--- config.mk ---
export PLATFORM = sky130hd
export DESIGN_NAME = particle_lifetime_fade_queue
export DESIGN_NICKNAME = d
export VERILOG_FILES = /design/src/rtl/plfq_pkg.sv /design/src/rtl/plfq_cell.sv /design/src/rtl/plfq_div_stage.sv /design/src/rtl/particle_lifetime_fade_queue.sv
export SDC_FILE = /design/constraint.sdc
export NUM_CORES = 2
export LEC_CHECK = 0
export ABC_AREA = 1
export BUFFER_PORTS_ARGS = -buffer_cell sky130_fd_sc_hd__buf_2
export CAP_MARGIN = 20
export CORE_ASPECT_RATIO = 0.9
export CORE_UTILIZATION = 57
export CTS_CLUSTER_SIZE = 14
export DETAILED_ROUTE_END_ITERATION = 6
export PLACE_DENSITY_LB_ADDON = 0.15
export SLEW_MARGIN = 20
export SYNTH_ARGS = -nofsm -noshare
export SYNTH_HDL_FRONTEND = slang
export SYNTH_SLANG_ARGS = --single-unit
--- constraint.sdc ---
create_clock -name i_clk -period 47.2 [get_ports i_clk]
set_input_delay 0 -clock i_clk [delete_from_list [all_inputs] [get_ports i_clk]]
set_output_delay 0 -clock i_clk [all_outputs]
set_load 0.005 [all_outputs]
--- src/rtl/plfq_pkg.sv ---
// Package with the types, codes and helper functions of the particle lifetime fade queue.
package plfq_pkg;

    localparam int PLFQ_DEPTH     = 16;
    localparam int PLFQ_DIV_STEPS = 8;
    localparam int POS_W          = 20;
    localparam int LIFE_W         = 16;
    localparam int RGB_W          = 24;
    localparam int SIZE_W         = 10;
    localparam int CFG_W          = 24;

    localparam logic [LIFE_W-1:0] RST_FULL_LIFETIME = 16'd600;
    localparam logic [RGB_W-1:0]  RST_PARTICLE_RGB  = 24'hFFFFFF;
    localparam logic [SIZE_W-1:0] RST_SPRITE_SIZE   = 10'd16;

    typedef enum logic [1:0] {
        CMD_ADD  = 2'd0,
        CMD_TICK = 2'd1,
        CMD_DRAW = 2'd2
    } t_cmd;

    typedef enum logic [1:0] {
        REG_FULL_LIFETIME = 2'd0,
        REG_PARTICLE_RGB  = 2'd1,
        REG_SPRITE_WIDTH  = 2'd2,
        REG_SPRITE_HEIGHT = 2'd3
    } t_reg;

    typedef enum logic [1:0] {
        ST_IDLE,
        ST_POP,
        ST_DRAW
    } t_state;

    typedef struct packed {
        logic rot;
        logic dec;
    } t_cell_ctl;

    typedef struct packed {
        logic              valid;
        logic              last;
        logic              sat;
        logic [POS_W-1:0]  left;
        logic [POS_W-1:0]  top;
        logic [POS_W-1:0]  right;
        logic [POS_W-1:0]  bottom;
        logic [LIFE_W-1:0] rem;
        logic [7:0]        lo;
        logic [7:0]        q;
    } t_quad;

    // Clamps a 22-bit signed sum to the signed 20-bit range.
    function automatic logic [POS_W-1:0] sat20(input logic [POS_W+1:0] v);
        logic [POS_W-1:0] r;
        if (v[POS_W+1:POS_W-1] == 3'b000 || v[POS_W+1:POS_W-1] == 3'b111) begin
            r = v[POS_W-1:0];
        end else if (v[POS_W+1]) begin
            r = {1'b1, {(POS_W-1){1'b0}}};
        end else begin
            r = {1'b0, {(POS_W-1){1'b1}}};
        end
        return r;
    endfunction

endpackage

--- src/rtl/plfq_cell.sv ---
// One queue cell holding a particle position and remaining lifetime.
module plfq_cell
    import plfq_pkg::*;
(
    input  logic                  i_clk,
    input  t_cell_ctl             i_ctl,
    input  logic                  i_load,
    input  logic [LIFE_W-1:0]     i_dt,
    input  logic [2*POS_W-1:0]    i_nb_pos,
    input  logic [LIFE_W-1:0]     i_nb_life,
    input  logic [2*POS_W-1:0]    i_new_pos,
    input  logic [LIFE_W-1:0]     i_new_life,
    output logic [2*POS_W-1:0]    o_pos,
    output logic [LIFE_W-1:0]     o_life
);

    logic [2*POS_W-1:0] r_pos;
    logic [LIFE_W-1:0]  r_life;

    always_ff @(posedge i_clk) begin
        if (i_ctl.rot) begin
            r_pos  <= i_nb_pos;
            r_life <= i_nb_life;
        end else if (i_load) begin
            r_pos  <= i_new_pos;
            r_life <= i_new_life;
        end else if (i_ctl.dec) begin
            r_life <= (r_life > i_dt) ? (r_life - i_dt) : '0;
        end
    end

    assign o_pos  = r_pos;
    assign o_life = r_life;

endmodule

--- src/rtl/plfq_div_stage.sv ---
// One restoring division step of the alpha pipeline, producing one quotient bit.
module plfq_div_stage
    import plfq_pkg::*;
(
    input  logic              i_clk,
    input  logic              i_rst_n,
    input  logic              i_adv,
    input  logic [LIFE_W-1:0] i_full,
    input  t_quad             i_q,
    output t_quad             o_q
);

    t_quad             r_q;
    t_quad             n_q;
    logic [LIFE_W:0]   w_part;
    logic [LIFE_W-1:0] w_diff;

    always_comb begin
        w_part = {i_q.rem, i_q.lo[7]};
        w_diff = w_part[LIFE_W-1:0] - i_full;
        n_q    = i_q;
        n_q.lo = {i_q.lo[6:0], 1'b0};
        if (w_part >= {1'b0, i_full}) begin
            n_q.rem = w_diff;
            n_q.q   = {i_q.q[6:0], 1'b1};
        end else begin
            n_q.rem = w_part[LIFE_W-1:0];
            n_q.q   = {i_q.q[6:0], 1'b0};
        end
    end

    always_ff @(posedge i_clk) begin
        if (!i_rst_n) begin
            r_q.valid <= 1'b0;
        end else if (i_adv) begin
            r_q <= n_q;
        end
    end

    assign o_q = r_q;

endmodule

--- src/rtl/particle_lifetime_fade_queue.sv ---
// Top level of the particle lifetime fade queue: cell row, control and quad pipeline.
//
// Input items (cmd, pos_x, pos_y, elapsed) arrive on a valid/ready channel and are
// taken only while the block is idle. An add loads the particle into the cell
// after the newest one as the item is taken, or drops it when all DEPTH cells
// are full. A tick pops one expired head particle per cycle and then lowers
// every lifetime. While the receiver does not stall, a draw rotates the cell row
// one place per cycle, once round all DEPTH cells, and feeds the oldest-first
// particles into a quad pipeline of one setup stage and eight division stages,
// one alpha bit each. Each quad passes these stages and the output register before
// it reaches the result ports; quads follow one per cycle while the receiver does
// not stall, and the next item is taken once the rotation is complete.
// The result channel has an output register; while the receiver stalls, the
// whole quad pipeline and the draw rotation hold, and items already delivered
// into the pipeline are never lost. Synchronous reset empties the queue, clears
// the pipeline and restores the configuration defaults.
module particle_lifetime_fade_queue
    import plfq_pkg::*;
#(
    parameter int DEPTH = PLFQ_DEPTH
) (
    input  logic                     i_clk,
    input  logic                     i_rst_n,
    input  logic                     i_cfg_we,
    input  logic [1:0]               i_cfg_index,
    input  logic [CFG_W-1:0]         i_cfg_data,
    input  logic                     i_in_valid,
    output logic                     o_in_ready,
    input  logic [1:0]               i_cmd,
    input  logic signed [POS_W-1:0]  i_pos_x,
    input  logic signed [POS_W-1:0]  i_pos_y,
    input  logic [LIFE_W-1:0]        i_elapsed,
    output logic                     o_out_valid,
    input  logic                     i_out_ready,
    output logic signed [POS_W-1:0]  o_left,
    output logic signed [POS_W-1:0]  o_top,
    output logic signed [POS_W-1:0]  o_right,
    output logic signed [POS_W-1:0]  o_bottom,
    output logic [RGB_W-1:0]         o_color_out,
    output logic [7:0]               o_alpha,
    output logic                     o_last
);

    localparam int CW = $clog2(DEPTH + 1);
    localparam int IW = $clog2(DEPTH);

    t_state              r_state;
    t_state              n_state;
    logic [CW-1:0]       r_count;
    logic [IW-1:0]       r_rot;
    logic [LIFE_W-1:0]   r_dt;
    logic [LIFE_W-1:0]   r_full_lifetime;
    logic [RGB_W-1:0]    r_particle_rgb;
    logic [SIZE_W-1:0]   r_sprite_width;
    logic [SIZE_W-1:0]   r_sprite_height;
    t_quad               r_front;
    t_quad               n_front;
    t_quad               r_out;

    logic                w_accept;
    logic                w_adv;
    logic                w_pop_ok;
    logic                w_full;
    logic                w_rot_done;
    t_cell_ctl           w_ctl;
    logic [2*POS_W-1:0]  w_pos  [DEPTH];
    logic [LIFE_W-1:0]   w_life [DEPTH];
    t_quad               w_div  [PLFQ_DIV_STEPS+1];

    logic [POS_W+1:0]    w_x;
    logic [POS_W+1:0]    w_y;
    logic [POS_W+1:0]    w_hx;
    logic [POS_W+1:0]    w_hy;
    logic [23:0]         w_prod;

    assign w_accept   = i_in_valid && o_in_ready;
    assign w_adv      = !r_out.valid || i_out_ready;
    assign w_pop_ok   = (r_count != '0) && (w_life[0] == '0);
    assign w_full     = (r_count == CW'(DEPTH));
    assign w_rot_done = (r_rot == IW'(DEPTH - 1));

    always_comb begin
        n_state = r_state;
        case (r_state)
            ST_IDLE: begin
                if (w_accept) begin
                    case (i_cmd)
                        CMD_TICK: n_state = ST_POP;
                        CMD_DRAW: n_state = ST_DRAW;
                        default:  n_state = ST_IDLE;
                    endcase
                end
            end
            ST_POP: begin
                if (!w_pop_ok) begin
                    n_state = ST_IDLE;
                end
            end
            ST_DRAW: begin
                if (w_adv && w_rot_done) begin
                    n_state = ST_IDLE;
                end
            end
            default: n_state = ST_IDLE;
        endcase
    end

    always_comb begin
        o_in_ready = 1'b0;
        w_ctl      = '0;
        case (r_state)
            ST_IDLE: begin
                o_in_ready = 1'b1;
            end
            ST_POP: begin
                w_ctl.rot = w_pop_ok;
                w_ctl.dec = !w_pop_ok;
            end
            ST_DRAW: begin
                w_ctl.rot = w_adv;
            end
            default: begin
                o_in_ready = 1'b0;
            end
        endcase
    end

    always_ff @(posedge i_clk) begin
        if (!i_rst_n) begin
            r_state <= ST_IDLE;
            r_count <= '0;
            r_rot   <= '0;
        end else begin
            r_state <= n_state;
            if (w_accept && i_cmd == CMD_ADD && !w_full) begin
                r_count <= r_count + CW'(1);
            end else if (r_state == ST_POP && w_pop_ok) begin
                r_count <= r_count - CW'(1);
            end
            if (w_accept) begin
                r_rot <= '0;
            end else if (r_state == ST_DRAW && w_adv) begin
                r_rot <= r_rot + IW'(1);
            end
        end
    end

    always_ff @(posedge i_clk) begin
        if (w_accept) begin
            r_dt <= i_elapsed;
        end
    end

    always_ff @(posedge i_clk) begin
        if (!i_rst_n) begin
            r_full_lifetime <= RST_FULL_LIFETIME;
            r_particle_rgb  <= RST_PARTICLE_RGB;
            r_sprite_width  <= RST_SPRITE_SIZE;
            r_sprite_height <= RST_SPRITE_SIZE;
        end else if (i_cfg_we) begin
            case (t_reg'(i_cfg_index))
                REG_FULL_LIFETIME: r_full_lifetime <= i_cfg_data[LIFE_W-1:0];
                REG_PARTICLE_RGB:  r_particle_rgb  <= i_cfg_data[RGB_W-1:0];
                REG_SPRITE_WIDTH:  r_sprite_width  <= i_cfg_data[SIZE_W-1:0];
                REG_SPRITE_HEIGHT: r_sprite_height <= i_cfg_data[SIZE_W-1:0];
                default: ;
            endcase
        end
    end

    for (genvar i = 0; i < DEPTH; i++) begin : g_cell
        localparam int NB = (i + 1) % DEPTH;
        plfq_cell u_cell (
            .i_clk      (i_clk),
            .i_ctl      (w_ctl),
            .i_load     (w_accept && i_cmd == CMD_ADD && r_count == CW'(i)),
            .i_dt       (r_dt),
            .i_nb_pos   (w_pos[NB]),
            .i_nb_life  (w_life[NB]),
            .i_new_pos  ({i_pos_y, i_pos_x}),
            .i_new_life (r_full_lifetime),
            .o_pos      (w_pos[i]),
            .o_life     (w_life[i])
        );
    end

    always_comb begin
        w_x    = {{2{w_pos[0][POS_W-1]}}, w_pos[0][POS_W-1:0]};
        w_y    = {{2{w_pos[0][2*POS_W-1]}}, w_pos[0][2*POS_W-1:POS_W]};
        w_hx   = {{(POS_W-SIZE_W-1){1'b0}}, r_sprite_width, 3'b000};
        w_hy   = {{(POS_W-SIZE_W-1){1'b0}}, r_sprite_height, 3'b000};
        w_prod = {w_life[0], 8'h00} - {8'h00, w_life[0]};

        n_front        = '0;
        n_front.valid  = (r_state == ST_DRAW) && (CW'(r_rot) < r_count);
        n_front.last   = (CW'(r_rot) + CW'(1)) == r_count;
        n_front.sat    = (r_full_lifetime == '0) || (w_life[0] >= r_full_lifetime);
        n_front.left   = sat20(w_x - w_hx);
        n_front.top    = sat20(w_y - w_hy);
        n_front.right  = sat20(w_x + w_hx);
        n_front.bottom = sat20(w_y + w_hy);
        n_front.rem    = w_prod[23:8];
        n_front.lo     = w_prod[7:0];
    end

    always_ff @(posedge i_clk) begin
        if (!i_rst_n) begin
            r_front.valid <= 1'b0;
        end else if (w_adv) begin
            r_front <= n_front;
        end
    end

    assign w_div[0] = r_front;

    for (genvar s = 0; s < PLFQ_DIV_STEPS; s++) begin : g_div
        plfq_div_stage u_div (
            .i_clk   (i_clk),
            .i_rst_n (i_rst_n),
            .i_adv   (w_adv),
            .i_full  (r_full_lifetime),
            .i_q     (w_div[s]),
            .o_q     (w_div[s+1])
        );
    end

    always_ff @(posedge i_clk) begin
        if (!i_rst_n) begin
            r_out.valid <= 1'b0;
        end else if (w_adv) begin
            r_out <= w_div[PLFQ_DIV_STEPS];
        end
    end

    assign o_out_valid = r_out.valid;
    assign o_left      = r_out.left;
    assign o_top       = r_out.top;
    assign o_right     = r_out.right;
    assign o_bottom    = r_out.bottom;
    assign o_color_out = r_particle_rgb;
    assign o_alpha     = r_out.sat ? 8'hFF : r_out.q;
    assign o_last      = r_out.last;

endmodule

==> results summary <==
The flow ran to the end, but the final reports show violations. The checks that failed: DRC. The data arrival time of the critical path came out at 6.68 ns. In the synthesized netlist the dominant register cell turns out to be sky130_fd_sc_hd__edfxtp_1. The number of pins with negative max-slew slack in the final report is 0.

The register bit count reported by yosys came out at 2,021. In this run, synthesis inferred 1,940 flip-flops with an integrated enable. In the routed design, unresolved DRC markers number 45. The count of cell types in the netlist is 48. The post-route core utilization came out at 0.6370. The number of sinks on the clock net is 2,021.

The number of maximum-capacitance violations is 0. For the worst setup path, the data required time is 47.91 ns. The maximum number of pins on one net before global-route repair is 204.

The DRC violation total after the first TritonRoute iteration came out at 9,113. TritonCTS built the clock tree. The mean instance size in the synthesized netlist came out at 9.194 um^2. The floorplan row count is 147. The area overhead of the layout relative to synthesis came out at 10.37%. The initial antenna violation count is 18. The proportion of synthesized chip area in sequential cells came out at 0.5785. The kind of critical path is reg -> reg. The number of primary I/O pins came out at 204. The die covers 183,300 um^2.

The area share of the leading cell type in the synthesized netlist is 0.5629. IR analysis of the VDD net gives a maximum drop of 0.04925 mV. The CTS buffer count came out at 199.

CTS built an H-tree with a depth of 4. In the final layout, the share of cells above drive strength 1 is 0.05484. The via total after detailed routing is 78.08k. The worst slew slack as a fraction of its limit is 0.2407. Including well taps, the total number of placed cells is 13.55k. The async set or reset register ratio after synthesis is 0.

The via count of the first global-routing pass came to 72.97k. The synthesized net count is 11.84k. The number of I/O port buffers is 203. The global-route usage over all layers is 0.3159.

By area the synthesized netlist is led by sky130_fd_sc_hd__edfxtp_1 56%, sky130_fd_sc_hd__nand2_1 16%, sky130_fd_sc_hd__ha_1 5.6%, sky130_fd_sc_hd__inv_1 4.2%, sky130_fd_sc_hd__nor2_1 3.0%. The biggest fanout along the worst timing path is 140. The final-layout setup total negative slack is 0 ns.

The maximum operating frequency came out at 167.7 MHz. The final layout contains routed wiring with a total length of 292,700 um. The global-route wire length before repair is 438,800 um.

In the routed layout, each cell is associated on average with a via count of 5.550. The first TritonRoute pass finished after 7 iterations. The count of cells in the finished layout, fillers not included, comes to 14.07k. After clock tree synthesis, the setup repair step added 0 buffers.

At the pin with the least slew margin, the transition time is 1.132 ns. Counting along the longest clock path gives a buffer depth of 3. The maximum clock skew at final layout is 0.09980 ns. Setup repair after global routing left no endpoint under its margin. The initial utilization of the core area, before any placement, comes to 0.5771. The cell leakage power came out at 50.24 nW. Dividing total power by cell area gives a power density of 56.96 nW/um^2. The core area is 179,300 um^2.

The worst setup path is captured at a flop. The clock-pin slew of the registers on the worst-case setup and hold paths came out at 0.06 ns. The final weighted congestion of routability-driven global placement came out at 0.9554. The insertion delay to the later sink of the worst-skew pair came out at 0.89 ns. In the synthesized netlist, the number of instances is 11.26k. The number of warning messages in the yosys log came out at 0. The mean routed wirelength per cell is 20.80 um. For the finished layout, the period the worst path requires is 5.964 ns.

The final clock period utilization by the worst path is 0.1264. Summing every instance area after synthesis gives 103,500 um^2. The worst hold path belongs to the class in -> reg. STA classifies the critical path startpoint as a flop.

The final layout contains 12.09k nets. The horizontal extent of the die is 451.2 um. The half-perimeter wire length after detailed placement is 190,100 um. The root buffer cell chosen for the clock tree is sky130_fd_sc_hd__clkbuf_16. The largest total area in the synthesized netlist belongs to sky130_fd_sc_hd__edfxtp_1.

The count of endpoints failing setup in the final report is 0. Global routing finished with a remaining overflow of 0. The residual antenna-violating net count after detailed routing came out at 0. The number of hold violations in the final report is 0. The post-cts sizing count is 0.

In this run the vertical extent of the chip is 406.3 um.
[Yosys cell counts, types with 58 or more instances]
cell type and number:
sky130_fd_sc_hd__edfxtp_1 1940, sky130_fd_sc_hd__nand2_1 4498, sky130_fd_sc_hd__nand4_1 93, sky130_fd_sc_hd__dfxtp_1 81
sky130_fd_sc_hd__nor2_1 815, sky130_fd_sc_hd__nand3b_1 58, sky130_fd_sc_hd__xnor2_1 63, sky130_fd_sc_hd__ha_1 463
sky130_fd_sc_hd__clkbuf_1 86, sky130_fd_sc_hd__a21oi_1 425, sky130_fd_sc_hd__buf_4 158, sky130_fd_sc_hd__nand3_1 581
sky130_fd_sc_hd__o21ai_0 325, sky130_fd_sc_hd__buf_2 117, sky130_fd_sc_hd__inv_1 1166, sky130_fd_sc_hd__xor2_1 147
[worst paths after layout]
kind,startpoint,cells after the start,endpoint,slack (ns)
max,g_cell[0].u_cell.o_life[1]$_DFFE_PP_,13,g_cell[6].u_cell.o_pos[13]$_DFFE_PP_,41.24
min,i_cfg_data[1],4,o_color_out[1]$_SDFFE_PN1P_,0.05
max reg2reg,g_cell[0].u_cell.o_life[1]$_DFFE_PP_,13,g_cell[6].u_cell.o_pos[13]$_DFFE_PP_,41.24
min reg2reg,g_div[1].u_div.o_q[46]$_DFFE_PP_,0,g_div[2].u_div.o_q[46]$_DFFE_PP_,0.36
[cell families after synthesis]
kind of cell | share of synthesized area
DFF | 0.5785
and+or+nand+nor | 0.2397
adders and majority gates | 0.06119
AOI/OAI and AO/OA | 0.03957
xor gates and xnor gates | 0.01777
buffers and inverters | 0.06323
[worst max-delay path, stage by stage, from the launching register on]
cell                       delay (ns)
sky130_fd_sc_hd__edfxtp_1        0.50
sky130_fd_sc_hd__inv_1           0.17
sky130_fd_sc_hd__ha_1            0.31
sky130_fd_sc_hd__nand3_2         0.15
sky130_fd_sc_hd__nor2_4          0.25
sky130_fd_sc_hd__nand4_2         0.19
sky130_fd_sc_hd__nand2_2         0.10
sky130_fd_sc_hd__buf_4           0.62
sky130_fd_sc_hd__nand2_8         0.69
sky130_fd_sc_hd__inv_8           0.73
sky130_fd_sc_hd__buf_4           0.74
sky130_fd_sc_hd__buf_6           0.70
sky130_fd_sc_hd__nand2_1         0.15
sky130_fd_sc_hd__nand2_1         0.11
[per-layer routing]
| metal | wire length, um | GRT usage | vias up | part of all wire |
|---|---|---|---|---|
| met1 | 128000 | 0.4617 | 36860 | 0.44 |
| met2 | 127700 | 0.4756 | 3330 | 0.44 |
| met3 | 25920 | 0.05241 | 580 | 0.089 |
| li1 | - | - | 37310 | - |
| met5 | 22 | 0 | - | 0.000075 |
| met4 | 11010 | 0.1147 | 4 | 0.038 |
[area by class of cell]
cell class	count	area (um^2)
diodes	14	35.03
repair buffers	423	3141
inverters	1177	4425
fillers	14700	65100
well taps	2384	2983
flip-flops and latches	2021	59890
clock buffers	236	5149
clock inverters	122	1454
multi-input cells	7692	37160
[timing repair]
action	in CTS	in global routing
setup endpoints to repair	0	0
hold buffers	149	0
endpoints found under the hold margin	729	0
[metrics by stage]
step | power, mW | setup slack [ns] | hold slack [ns] | area, um^2
6_report | 6.507 | 41.24 | 0.05209 | 114200
5_1_grt | 6.901 | 40.99 | 0.02089 | 114200
4_1_cts | 6.485 | 41.17 | 0.0002322 | 114100
3_5_place_dp | 4.848 | 41.17 | 0.1783 | 106000
3_3_place_gp | 4.815 | 41.38 | 0.1760 | 106000
2_1_floorplan | 4.251 | 1.327 | 0.09887 | 103500
[state kept, by name, summed over array words and instances, names as in the netlist]
register / count
g_cell.u_cell.o_life: 256
g_cell.u_cell.o_pos: 640
g_div.u_div.o_q: 840
o_bottom: 20
o_color_out: 24
o_last: 1
o_left: 20
o_out_valid: 1
o_right: 20
o_top: 20
r_count: 5
r_dt: 16
r_front: 107
r_full_lifetime: 16
r_out: 9
r_rot: 4
r_sprite_height: 10
r_sprite_width: 10
r_state: 2
[report_power, final]
group | internal (mW) | switching [mW]
clock network | 0.897 | 0.717
registers | 2.39 | 0.182
logic | 0.745 | 1.58
total | 4.03 | 2.48
[cells in the final DEF (no fill, tap or decap), types with 27 or more instances in the layout]
cell and count:
sky130_fd_sc_hd__o21ai_0 325, sky130_fd_sc_hd__buf_4 62, sky130_fd_sc_hd__and2_1 53, sky130_fd_sc_hd__nand3b_1 58, sky130_fd_sc_hd__dfxtp_1 74, sky130_fd_sc_hd__buf_2 203, sky130_fd_sc_hd__edfxtp_1 1940, sky130_fd_sc_hd__nand3_1 581
sky130_fd_sc_hd__fa_1 27, sky130_fd_sc_hd__dlygate4sd3_1 149, sky130_fd_sc_hd__clkbuf_1 34, sky130_fd_sc_hd__nand4_1 93, sky130_fd_sc_hd__xnor2_1 63, sky130_fd_sc_hd__inv_1 1149, sky130_fd_sc_hd__xor2_1 147, sky130_fd_sc_hd__clkinv_1 54
sky130_fd_sc_hd__nand2_1 4483, sky130_fd_sc_hd__a21oi_1 425, sky130_fd_sc_hd__nor2_1 814, sky130_fd_sc_hd__nor3_1 46, sky130_fd_sc_hd__ha_1 462, sky130_fd_sc_hd__clkbuf_16 199
Note: power is estimated with default switching activity, not from simulation.
